`src/rtl/fsl_pkg.sv`:
```
// ----------------------------------------------------------------------------
// fsl_pkg
// Shared types, codes and helpers for the FM seek and lock controller.
// ----------------------------------------------------------------------------
package fsl_pkg;

  localparam int unsigned FREQ_W = 14;
  localparam int unsigned DEV_W  = 12;
  localparam int unsigned CFG_ADDR_W = 2;

  localparam logic [FREQ_W-1:0] LOW_LIMIT_RST  = 14'd8750;
  localparam logic [FREQ_W-1:0] HIGH_LIMIT_RST = 14'd10800;
  localparam logic [FREQ_W-1:0] CUR_FREQ_RST   = 14'd8750;

  // Measurement thresholds.
  localparam logic [3:0]       SNR_MIN_REJ  = 4'd2;
  localparam logic [7:0]       RSSI_MIN     = 8'd10;
  localparam logic [DEV_W-1:0] DEV_BAND_LO  = 12'd280;
  localparam logic [DEV_W-1:0] DEV_BAND_HI  = 12'd3815;
  localparam logic [DEV_W-1:0] DEV_NEIGH_LO = 12'd20;
  localparam logic [DEV_W-1:0] DEV_NEIGH_HI = 12'd4075;
  localparam int unsigned      DEV_SIGN_BIT = 11;

  typedef enum logic [CFG_ADDR_W-1:0] {
    CFG_LOW_LIMIT   = 2'd0,
    CFG_HIGH_LIMIT  = 2'd1,
    CFG_MANUAL_MODE = 2'd2
  } cfg_idx_t;

  typedef enum logic {
    OP_MOVE = 1'b0,
    OP_MEAS = 1'b1
  } op_t;

  typedef enum logic [1:0] {
    KIND_TUNE    = 2'd0,
    KIND_STEP    = 2'd1,
    KIND_FOUND   = 2'd2,
    KIND_RESTORE = 2'd3
  } kind_t;

  typedef struct packed {
    logic             op;
    logic             dir_down;
    logic [3:0]       snr;
    logic             afc_railed;
    logic [7:0]       rssi;
    logic [DEV_W-1:0] deviation;
  } fsl_in_t;

  typedef struct packed {
    logic [1:0]        kind;
    logic [FREQ_W-1:0] freq;
  } fsl_out_t;

  // Next frequency one unit up or down, wrapped between the band limits.
  function automatic logic [FREQ_W-1:0] wrap_next(
    input logic [FREQ_W-1:0] f,
    input logic              down,
    input logic [FREQ_W-1:0] lo,
    input logic [FREQ_W-1:0] hi
  );
    logic [FREQ_W-1:0] n;
    n = down ? (f - 1'b1) : (f + 1'b1);
    if (n < lo) n = hi;
    if (n > hi) n = lo;
    return n;
  endfunction

endpackage

```
`src/rtl/fm_seek_lock_controller.sv`:
```
// ----------------------------------------------------------------------------
// fm_seek_lock_controller
// Seek and single-step control for an FM tuner, judged by measurement reports.
// ----------------------------------------------------------------------------
// Each input transfer is either a move command or a measurement report for the
// last tuned frequency, and is handled in the cycle it is accepted: the state
// registers and the single output register update at that clock edge, so one
// item is taken every cycle unless the output stalls, and its result, if any,
// is on the output in the next cycle. Only the output register throttles input:
// in_ready is low only while a result is held and out_ready is low. A move in
// manual mode steps the frequency by one unit (kind step done); otherwise it
// starts a seek and emits the first tune request. During a seek every
// measurement either locks (station found), ends the circle at the start
// frequency (restore the original frequency), or emits the next tune request.
// Moves during a seek and measurements outside a seek are consumed silently.
// Configuration writes take effect at once and are meant for idle periods.
// ----------------------------------------------------------------------------
module fm_seek_lock_controller
  import fsl_pkg::*;
(
  input  logic                  clk,
  input  logic                  rst_n,
  input  logic                  in_valid,
  output logic                  in_ready,
  input  fsl_in_t               in_data,
  output logic                  out_valid,
  input  logic                  out_ready,
  output fsl_out_t              out_data,
  input  logic                  cfg_we,
  input  logic [CFG_ADDR_W-1:0] cfg_addr,
  input  logic [FREQ_W-1:0]     cfg_wdata
);

  // Configuration registers.
  logic [FREQ_W-1:0] low_limit_r;
  logic [FREQ_W-1:0] high_limit_r;
  logic              manual_r;

  // Seek state.
  logic [FREQ_W-1:0] cur_freq_r,   cur_freq_nxt;
  logic [FREQ_W-1:0] seek_start_r, seek_start_nxt;
  logic [FREQ_W-1:0] try_freq_r,   try_freq_nxt;
  logic              seeking_r,    seeking_nxt;
  logic              seek_down_r,  seek_down_nxt;
  logic [FREQ_W-1:0] prev_freq_r,  prev_freq_nxt;
  logic [DEV_W-1:0]  prev_dev_r,   prev_dev_nxt;

  // Output register.
  logic              out_valid_r, out_valid_nxt;
  fsl_out_t          out_data_r,  out_data_nxt;

  logic              in_xfer;
  logic              lock_ok;
  logic [FREQ_W-1:0] step_freq;
  logic [FREQ_W-1:0] try_next;

  assign in_ready  = !out_valid_r || out_ready;
  assign in_xfer   = in_valid && in_ready;
  assign out_valid = out_valid_r;
  assign out_data  = out_data_r;

  // The wrap from the current frequency serves both a manual step and the
  // first tune of a seek; the wrap from the try frequency continues a seek.
  assign step_freq = wrap_next(cur_freq_r, in_data.dir_down, low_limit_r, high_limit_r);
  assign try_next  = wrap_next(try_freq_r, seek_down_r, low_limit_r, high_limit_r);

  fsl_lock_judge u_judge (
    .meas      (in_data),
    .try_freq  (try_freq_r),
    .prev_freq (prev_freq_r),
    .prev_dev  (prev_dev_r),
    .low_limit (low_limit_r),
    .lock_ok   (lock_ok)
  );

  always_comb begin
    cur_freq_nxt   = cur_freq_r;
    seek_start_nxt = seek_start_r;
    try_freq_nxt   = try_freq_r;
    seeking_nxt    = seeking_r;
    seek_down_nxt  = seek_down_r;
    prev_freq_nxt  = prev_freq_r;
    prev_dev_nxt   = prev_dev_r;
    out_valid_nxt  = out_valid_r && !out_ready;
    out_data_nxt   = out_data_r;

    if (in_xfer) begin
      out_valid_nxt = 1'b0;
      if (in_data.op == OP_MOVE) begin
        if (!seeking_r) begin
          out_valid_nxt = 1'b1;
          if (manual_r) begin
            cur_freq_nxt = step_freq;
            out_data_nxt = '{kind: KIND_STEP, freq: step_freq};
          end else begin
            seeking_nxt    = 1'b1;
            seek_down_nxt  = in_data.dir_down;
            seek_start_nxt = cur_freq_r;
            try_freq_nxt   = step_freq;
            out_data_nxt   = '{kind: KIND_TUNE, freq: step_freq};
          end
        end
      end else if (seeking_r) begin
        out_valid_nxt = 1'b1;
        prev_dev_nxt  = in_data.deviation;
        prev_freq_nxt = try_freq_r;
        if (lock_ok) begin
          cur_freq_nxt = try_freq_r;
          seeking_nxt  = 1'b0;
          out_data_nxt = '{kind: KIND_FOUND, freq: try_freq_r};
        end else if (try_freq_r == seek_start_r) begin
          // Full circle without a lock: go back to where we started.
          seeking_nxt  = 1'b0;
          out_data_nxt = '{kind: KIND_RESTORE, freq: cur_freq_r};
        end else begin
          try_freq_nxt = try_next;
          out_data_nxt = '{kind: KIND_TUNE, freq: try_next};
        end
      end
    end
  end

  always_ff @(posedge clk) begin
    if (!rst_n) begin
      low_limit_r  <= LOW_LIMIT_RST;
      high_limit_r <= HIGH_LIMIT_RST;
      manual_r     <= 1'b0;
    end else if (cfg_we) begin
      case (cfg_addr)
        CFG_LOW_LIMIT:   low_limit_r  <= cfg_wdata;
        CFG_HIGH_LIMIT:  high_limit_r <= cfg_wdata;
        CFG_MANUAL_MODE: manual_r     <= cfg_wdata[0];
        default: ;
      endcase
    end
  end

  always_ff @(posedge clk) begin
    if (!rst_n) begin
      cur_freq_r   <= CUR_FREQ_RST;
      seek_start_r <= '0;
      try_freq_r   <= '0;
      seeking_r    <= 1'b0;
      seek_down_r  <= 1'b0;
      prev_freq_r  <= '0;
      prev_dev_r   <= '0;
      out_valid_r  <= 1'b0;
    end else begin
      cur_freq_r   <= cur_freq_nxt;
      seek_start_r <= seek_start_nxt;
      try_freq_r   <= try_freq_nxt;
      seeking_r    <= seeking_nxt;
      seek_down_r  <= seek_down_nxt;
      prev_freq_r  <= prev_freq_nxt;
      prev_dev_r   <= prev_dev_nxt;
      out_valid_r  <= out_valid_nxt;
    end
  end

  always_ff @(posedge clk) begin
    out_data_r <= out_data_nxt;
  end

  // A held result blocks new input.
  a_stall_blocks_in: assert property (@(posedge clk) disable iff (!rst_n)
    out_valid_r && !out_ready |-> !in_ready)
    else $error("input accepted while a result is stalled");

  // A measurement outside a seek produces nothing.
  a_idle_meas_silent: assert property (@(posedge clk) disable iff (!rst_n)
    in_xfer && (in_data.op == OP_MEAS) && !seeking_r |=> !out_valid_r)
    else $error("result produced for a measurement outside a seek");

  // Starting a seek records the start frequency.
  a_seek_start: assert property (@(posedge clk) disable iff (!rst_n)
    in_xfer && (in_data.op == OP_MOVE) && !seeking_r && !manual_r
    |=> seeking_r && (seek_start_r == $past(cur_freq_r)))
    else $error("seek did not start correctly");

  // A lock ends the seek and reports the tried frequency.
  a_lock_ends_seek: assert property (@(posedge clk) disable iff (!rst_n)
    in_xfer && (in_data.op == OP_MEAS) && seeking_r && lock_ok
    |=> !seeking_r && out_valid_r && (out_data_r.kind == KIND_FOUND) &&
        (cur_freq_r == $past(try_freq_r)))
    else $error("lock did not end the seek");

endmodule

```
`src/rtl/fsl_lock_judge.sv`:
```
// ----------------------------------------------------------------------------
// fsl_lock_judge
// Decides whether a measured frequency is accepted as a locked station.
// ----------------------------------------------------------------------------
module fsl_lock_judge
  import fsl_pkg::*;
(
  input  fsl_in_t           meas,
  input  logic [FREQ_W-1:0] try_freq,
  input  logic [FREQ_W-1:0] prev_freq,
  input  logic [DEV_W-1:0]  prev_dev,
  input  logic [FREQ_W-1:0] low_limit,
  output logic              lock_ok
);

  logic [FREQ_W:0] prev_plus1;
  logic [FREQ_W:0] try_plus1;
  logic            basic_rej;
  logic            above_rej;
  logic            below_rej;

  assign prev_plus1 = {1'b0, prev_freq} + 1'b1;
  assign try_plus1  = {1'b0, try_freq} + 1'b1;

  assign basic_rej = (meas.snr <= SNR_MIN_REJ) || meas.afc_railed ||
                     (meas.rssi < RSSI_MIN) ||
                     ((meas.deviation >= DEV_BAND_LO) && (meas.deviation <= DEV_BAND_HI));

  // Previous frequency is the neighbor just below this one.
  assign above_rej = (try_freq > low_limit) && ({1'b0, try_freq} == prev_plus1) &&
                     (prev_dev[DEV_SIGN_BIT] || (prev_dev < DEV_NEIGH_LO));

  // Previous frequency is the neighbor just above this one.
  assign below_rej = (try_freq >= low_limit) && ({1'b0, prev_freq} == try_plus1) &&
                     (!prev_dev[DEV_SIGN_BIT] || (prev_dev > DEV_NEIGH_HI));

  assign lock_ok = !(basic_rej || above_rej || below_rej);

endmodule

```
`config.mk`:
```
export PLATFORM = sky130hd
export DESIGN_NAME = fm_seek_lock_controller
export DESIGN_NICKNAME = d
export VERILOG_FILES = /design/src/rtl/fsl_pkg.sv /design/src/rtl/fm_seek_lock_controller.sv /design/src/rtl/fsl_lock_judge.sv
export SDC_FILE = /design/constraint.sdc
export NUM_CORES = 1
export LEC_CHECK = 0
export BUFFER_PORTS_ARGS = -buffer_cell sky130_fd_sc_hd__buf_2
export CORE_ASPECT_RATIO = 0.5
export CORE_UTILIZATION = 57
export CTS_CLUSTER_DIAMETER = 200
export DETAILED_ROUTE_END_ITERATION = 12
export PLACE_DENSITY = 0.87
export SETUP_SLACK_MARGIN = 0.3
export SYNTH_ARGS = -nofsm -noshare
export SYNTH_HDL_FRONTEND = slang
export SYNTH_SLANG_ARGS = --single-unit
```
`constraint.sdc`:
```
create_clock -name clk -period 14.5 [get_ports clk]
set_clock_uncertainty 0.05 [all_clocks]
set_input_delay 1.45 -clock clk [delete_from_list [all_inputs] [get_ports clk]]
set_output_delay 1.45 -clock clk [all_outputs]
set_load 0.05 [all_outputs]
```
After elaboration in Yosys (flattened, before gate mapping). Index checks and enable logic that the tools add are counted.

Latch bits: 0. Register bits after elaboration: 116. Logic and storage cells: 106. Bits of input ports: 48. Memories kept: 0. ROM bits: 0. Output and inout port bits: 18. RAM bits: 0.

Bitwise operators: 3. Shift-type cells: 0. Add/sub/neg operators: 6. Reduce and logical (&&, ||, !) cells: 28. Multiply operators: 0. Div/mod/pow operators: 0. Equality and inequality tests: 11. Mux-type cells: 33. Order comparisons: 12.

Operators by type and width (number): 14-bit 2-to-1 mux (17); 16-bit 2-to-1 mux (5); 14-bit > comparator (3); 14-bit by 1-bit adder with 15-bit output (second input constant) (2); 14-bit by 15-bit equality test with 1-bit output (2); 14-bit by 1-bit adder with 14-bit output (second input constant) (2); 14-bit less-than comparator (2); 14-bit by 1-bit subtractor with 14-bit output (second input constant) (2); 15-bit 2-to-1 mux (1); 14-bit equality test (1); 14-bit greater-or-equal comparator (1); 12-bit by 9-bit greater-or-equal comparator with 1-bit output (second input constant) (1); 12-bit > comparator (second input constant) (1); 12-bit less-or-equal comparator (second input constant) (1); 12-bit by 5-bit less-than comparator with 1-bit output (second input constant) (1); 1-bit 2-to-1 mux (10); 1-bit logical OR (8); 8-bit by 4-bit less-than comparator with 1-bit output (second input constant) (1); 2-bit inequality test (second input constant) (4); 1-bit logical AND (7); 2-bit AND reduction (3); 3-bit AND reduction (2); 6-bit AND reduction (1); 5-bit AND reduction (1); other kinds (9) (14).

Depth between registers and ports, before layout.
Depth in word-level cells: 10. Mapped depth: 27.

Modules after synthesis. From an unflattened synthesis, not the netlist that was laid out.

Cells, all modules: 1236. Area total of the unflattened synthesis: 9830.7 µm².

Modules (own cells, without submodules): fm_seek_lock_controller (seq. area each 2482.4 µm², area each 8433.1 µm², cells each 1034, instances 1); fsl_lock_judge (seq. area each 0.0 µm², area each 1397.6 µm², cells each 202, instances 1).

Worst setup path after synthesis. OpenSTA, ideal clock, no wires.

Kind: in2reg. Start: input in_data[25] in the netlist's numbering. End: register out_data_r (netlist bit out_data[2]) (data pin). Arrival time: 6536 ps. Slack: 7654 ps. Stages on the path: 23. Data required time: 14189 ps. Path buffers: 2. Cells stage by stage: ha_1 > or2_2 > a21oi_1 > nor4_1 > or4_1 > and2_1 > ha_1 > a21o_1 > a211oi_1 > o2111ai_1 > and2_1 > clkbuf_1 > clkbuf_1 > a21oi_1 > inv_1 > ha_1 > a21o_1 > a221oi_1 > o211ai_1 > o21ai_1 > mux2_2 > and2_1 > a221o_1.

Cells in the longest elaborated chain, start to end: 8.

RTL lines: start, declared (line fm_seek_lock_controller.sv:25) `input fsl_in_t in_data,`; 14-bit 2-to-1 mux * (line fsl_pkg.sv:64) `n = down ? (f - 1'b1) : (f + 1'b1);`; 14-bit less-than comparator (line fsl_pkg.sv:65) `if (n < lo) n = hi;`; 14-bit 2-to-1 mux * (line fsl_pkg.sv:65); 14-bit > comparator (line fsl_pkg.sv:66) `if (n > hi) n = lo;`; 14-bit 2-to-1 mux * (line fsl_pkg.sv:66); 15-bit 2-to-1 mux * (line fm_seek_lock_controller.sv:92) `if (manual_r) begin`; 16-bit 2-to-1 mux * (line fm_seek_lock_controller.sv:90) `if (!seeking_r) begin`; 16-bit 2-to-1 mux * (line fm_seek_lock_controller.sv:89) `if (in_data.op == OP_MOVE) begin`; end signal, assigned (line fm_seek_lock_controller.sv:161) `out_data_r <= out_data_nxt;`; end, declared (line fm_seek_lock_controller.sv:50) `fsl_out_t out_data_r, out_data_nxt;`.

Every way passes the cells marked *; elsewhere a longest branch is shown, timed or not. The select of a mux whose other input is x is not followed. A chain may end at the register's enable or synchronous reset.

Worst setup path in the final report.
Start: input in_data[25] in the netlist's numbering. End: register out_data_r (netlist bit out_data[10]) (data pin).

The elaborated chain is that of the path after synthesis.

==> metrics.log <==
INFO  metric max_clock_freq = 121 MHz
INFO  metric sw_frac_of_total = 0.418
INFO  metric sequential_to_total_area_share_from_yosys_stat = 0.252
INFO  metric final_core_utilization = 0.646
INFO  metric ys_ff_latch = 114
INFO  metric launching_instance_or_port_of_the_critical_path = in_data[25]
INFO  metric power_density = 144 nW/µm²
INFO  metric r2r_end = out_data[9]$_DFFE_PP_
INFO  metric synth_enable_flop_cells = 16
INFO  metric design.final.nets = 1414
INFO  metric synthCells = 1256
INFO  metric timing.critical_path.arrival = 8.36 ns
INFO  metric rsz0062_at_grt = no
INFO  metric root_buffer = clkbuf_16
INFO  metric final_design_area_no_fill = 10600 µm²
INFO  metric dr.first_iter.drc_count = 1203
INFO  metric timing_worst_slew_pin_value = 1.06 ns
INFO  metric post-synth-top-area-fraction = 0.203
INFO  metric dr_total_vias = 9889
INFO  metric layout-area-overhead-vs-synth = 10.0%
INFO  metric critical_path_start_end_classification = in2reg
INFO  metric power.share.clock = 0.301
INFO  metric dp_worst_setup_slack = 6.00 ns
INFO  metric fin_crit_sh = 0.571
INFO  metric critical_path_fanouts_max = 28
INFO  metric outcome = finished, final reports clean
INFO  metric worst_skew_pair.late_latency = 0.43 ns
INFO  metric synth_top_family_by_area = compound AO/OA/AOI/OAI gates
INFO  metric maxSlewViolCount = 0
INFO  metric cp-start-kind = input pin
INFO  metric tritoncts_num_sinks = 114
INFO  metric vdd_drop_max = 0.000110 V
INFO  metric ctsResizeCount = 0
INFO  metric die_x = 186 µm
INFO  metric period_minus_slack = 8.29 ns
INFO  metric cts_hold_buf = 0
INFO  metric synth.cell_area = 9670 µm²
INFO  metric hpwl_after_dpl = 23.4 mm
INFO  metric finalSetupTns = 0 ns
INFO  metric synthesis.nets = 1403
INFO  metric grt_max_degree = 84
INFO  metric grt.overflow.total = 0
INFO  metric relative_slew_slack = 0.288
INFO  metric synth_simple_gate_area_share = 0.214
INFO  metric drive_gt1_frac = 0.106
INFO  metric comb_power_share = 0.438
INFO  metric required = 14.58 ns
INFO  metric r2r-start = try_freq_r[0]$_SDFFE_PN0P_
INFO  metric boundary_pins = 66
INFO  metric antenna_violating_nets_post_route = 0
INFO  metric worst_setup_path_end_kind = flip-flop
INFO  metric place.port_buffers = 62
INFO  metric die_height = 94.1 µm
INFO  metric finalSetupViolCount = 0
INFO  metric detailed_route_wire_length = 31.9 mm
INFO  metric cts_max_level = 4
INFO  metric floorplan.core_area = 16500 µm²
INFO  metric cts.clk_slew.worst_paths = 0.07 ns
INFO  metric min_to = high_limit_r[1]$_SDFFE_PN0P_
INFO  metric synth-adder-area-share = 0.130
INFO  metric yosys-top-cells-area = dfxtp_1 20%, ha_1 13%, nand2_1 7.3%, a21oi_1 7.2%, edfxtp_1 5.0%
INFO  metric synth_most_common_cell = nand2_1
INFO  metric cts.repair_timing.setup_buffer_count = 0
INFO  metric avgSynthCellArea = 7.70 µm²
INFO  metric initial_core_util = 0.587
INFO  metric drt_first_pass_iters = 12
INFO  metric synth_top_cells_by_count = 189 x nand2_1, 139 x a21oi_1, 98 x dfxtp_1, 97 x ha_1, 70 x inv_1
INFO  metric dr_drc_count = 0
INFO  metric grt_first_pass_wirelength = 48.6 mm
INFO  metric synth_top_flop_cell = dfxtp_1
INFO  metric cts-buffers-inserted = 17
INFO  metric cts-root-to-sink-buffers = 2
INFO  metric seq_power_share = 0.262
INFO  metric post_synth_xor_area_fraction = 0.0538
INFO  metric first_global_vias = 8910
INFO  metric ys_async_sr_fraction = 0
INFO  metric wl_per_cell = 21.1 µm
INFO  metric yosysWarnings = 0
INFO  metric antenna_found_initial = 1
INFO  metric power.static_leakage = 4.43 nW
INFO  metric synth.distinct_cells = 77
INFO  metric timing.final.hold_violations = 0
INFO  metric synth.area.mux_share = 0.0466
INFO  metric design.die.area = 17500 µm²
INFO  metric reg2reg_slack = 6.62 ns
INFO  metric synth_compound_area_frac = 0.242
INFO  metric gp_weighted_congestion = 1.04
INFO  metric placedInstanceArea = 10000 µm²
INFO  metric holdWs = 0.410 ns
INFO  metric filler_cell_count = 1409
INFO  metric route.detailed.vias_per_inst = 6.56
INFO  metric timing.max_cap.violations = 0
INFO  metric min-delay-path-class = reg2reg
INFO  metric intPower = 0.893 mW
INFO  metric final.setup.worst_slack = 6.21 ns
INFO  metric num_rows = 33
INFO  metric grtUsageTotal = 0.372
INFO  metric largest_area_contributor_in_the_netlist = dfxtp_1
INFO  metric holdCritStartpoint = high_limit_r[1]$_SDFFE_PN0P_
INFO  metric worstHoldPathCells = 2
INFO  metric cts_tree = yes
INFO  metric power_switching = 0.641 mW
INFO  metric worst_r2r_path_depth = 21
-- final cells by class --
type	instances	area [µm²]	area share
Antenna cell	1	2.50	0.000235
Clock buffer	20	458	0.0430
Clock inverter	12	179	0.0168
Inverter	72	270	0.0254
Multi-Input combinational cell	993	6640	0.624
Sequential cell	114	2440	0.230
Tap cell	227	284	0.0267
Timing Repair Buffer	69	363	0.0341
-- power groups by stage --
stage                     combinational [mW]  clock [mW]  sequential, mW
final                                  0.671       0.461           0.401
after global routing                   0.725       0.473           0.403
after CTS                              0.647       0.459           0.398
after detailed placement               0.640           0           0.404
after global placement                 0.628           0           0.402
after floorplan                        0.452           0           0.411
-- through the flow --
step | cells | total power [mW]
final | 1508 | 1.53
after floorplan | 1256 | 0.863
after CTS | 1507 | 1.50
after detailed placement | 1475 | 1.04
after global placement | 1475 | 1.03
after global routing | 1507 | 1.60
-- cell families after synthesis --
logic type | Yosys count
flops | 114
buf+inv | 149
xor+xnor | 57
mux | 43
simple gates | 430
fa+ha+maj | 99
compound gates | 364
-- state kept, by name, indices dropped and copies added (netlist names) --
signal,flops
seek_down_r,1
prev_freq_r,14
seeking_r,1
cur_freq_r,14
out_valid,1
prev_dev_r,10
out_data,16
low_limit_r,14
manual_r,1
high_limit_r,14
try_freq_r,14
seek_start_r,14
-- how the worst max path moves through the flow --
stage	endpoint	cells past startpoint	slack [ns]
floorplan	out_data[2]$_DFFE_PP_	23	7.65
global placement	out_data[10]$_DFFE_PP_	23	6.07
detailed placement	out_data[10]$_DFFE_PP_	23	6.00
CTS	out_data[10]$_DFFE_PP_	23	6.46
global route	cur_freq_r[10]$_SDFFE_PN0P_	24	5.92
finish	out_data[10]$_DFFE_PP_	23	6.21
-- critical path: stages --
cell and delay (ns):
buf_2 0.31, ha_1 0.33, or2_2 0.30, a21o_1 0.23, a31o_2 0.25, a21oi_1 0.16
o21ai_0 0.13, xnor2_1 0.59, ha_1 0.21, o21ai_0 0.07, a21oi_1 0.13, a2bb2oi_1 0.69
and2_1 0.64, mux2_2 0.40, ha_1 0.31, nand3_1 0.10, or4_1 0.53, a21oi_1 0.13
o21ai_1 0.07, buf_4 0.22, and3_1 0.24, a211oi_1 0.60, o2111ai_1 0.25
-- routing by layer --
metal  global-route usage  routed length (µm)  vias to the layer above  part of all wire
met5                    0                   0                        -                 0
met3               0.0888                4010                       87              0.13
met1                0.515               13700                     4659              0.43
met2                0.554               13200                      573              0.42
met4                0.137                 959                        0             0.030
li1                     -                   -                     4570                 -
-- cell usage in the layout (no fill, tap or decap), types with 7 or more instances in the layout --
master	n
nand2_1	189
a21oi_1	139
dfxtp_1	98
ha_1	97
inv_1	69
buf_2	62
nor2_1	57
o21ai_0	51
xnor2_1	37
nand3_1	32
a211oi_1	31
mux2i_1	27
o211ai_1	23
and2_1	23
nor3_1	22
nand4_1	22
xor2_1	18
clkbuf_16	18
a21o_1	17
a31oi_1	16
mux2_2	16
edfxtp_1	16
nor2b_1	14
nand2b_1	12
nor4_1	11
and3_1	10
o21a_1	10
o2111ai_1	9
a311oi_1	9
or4_1	7
a211o_1	7
buf_4	7
No activity file was read; power rests on OpenSTA's default activity.
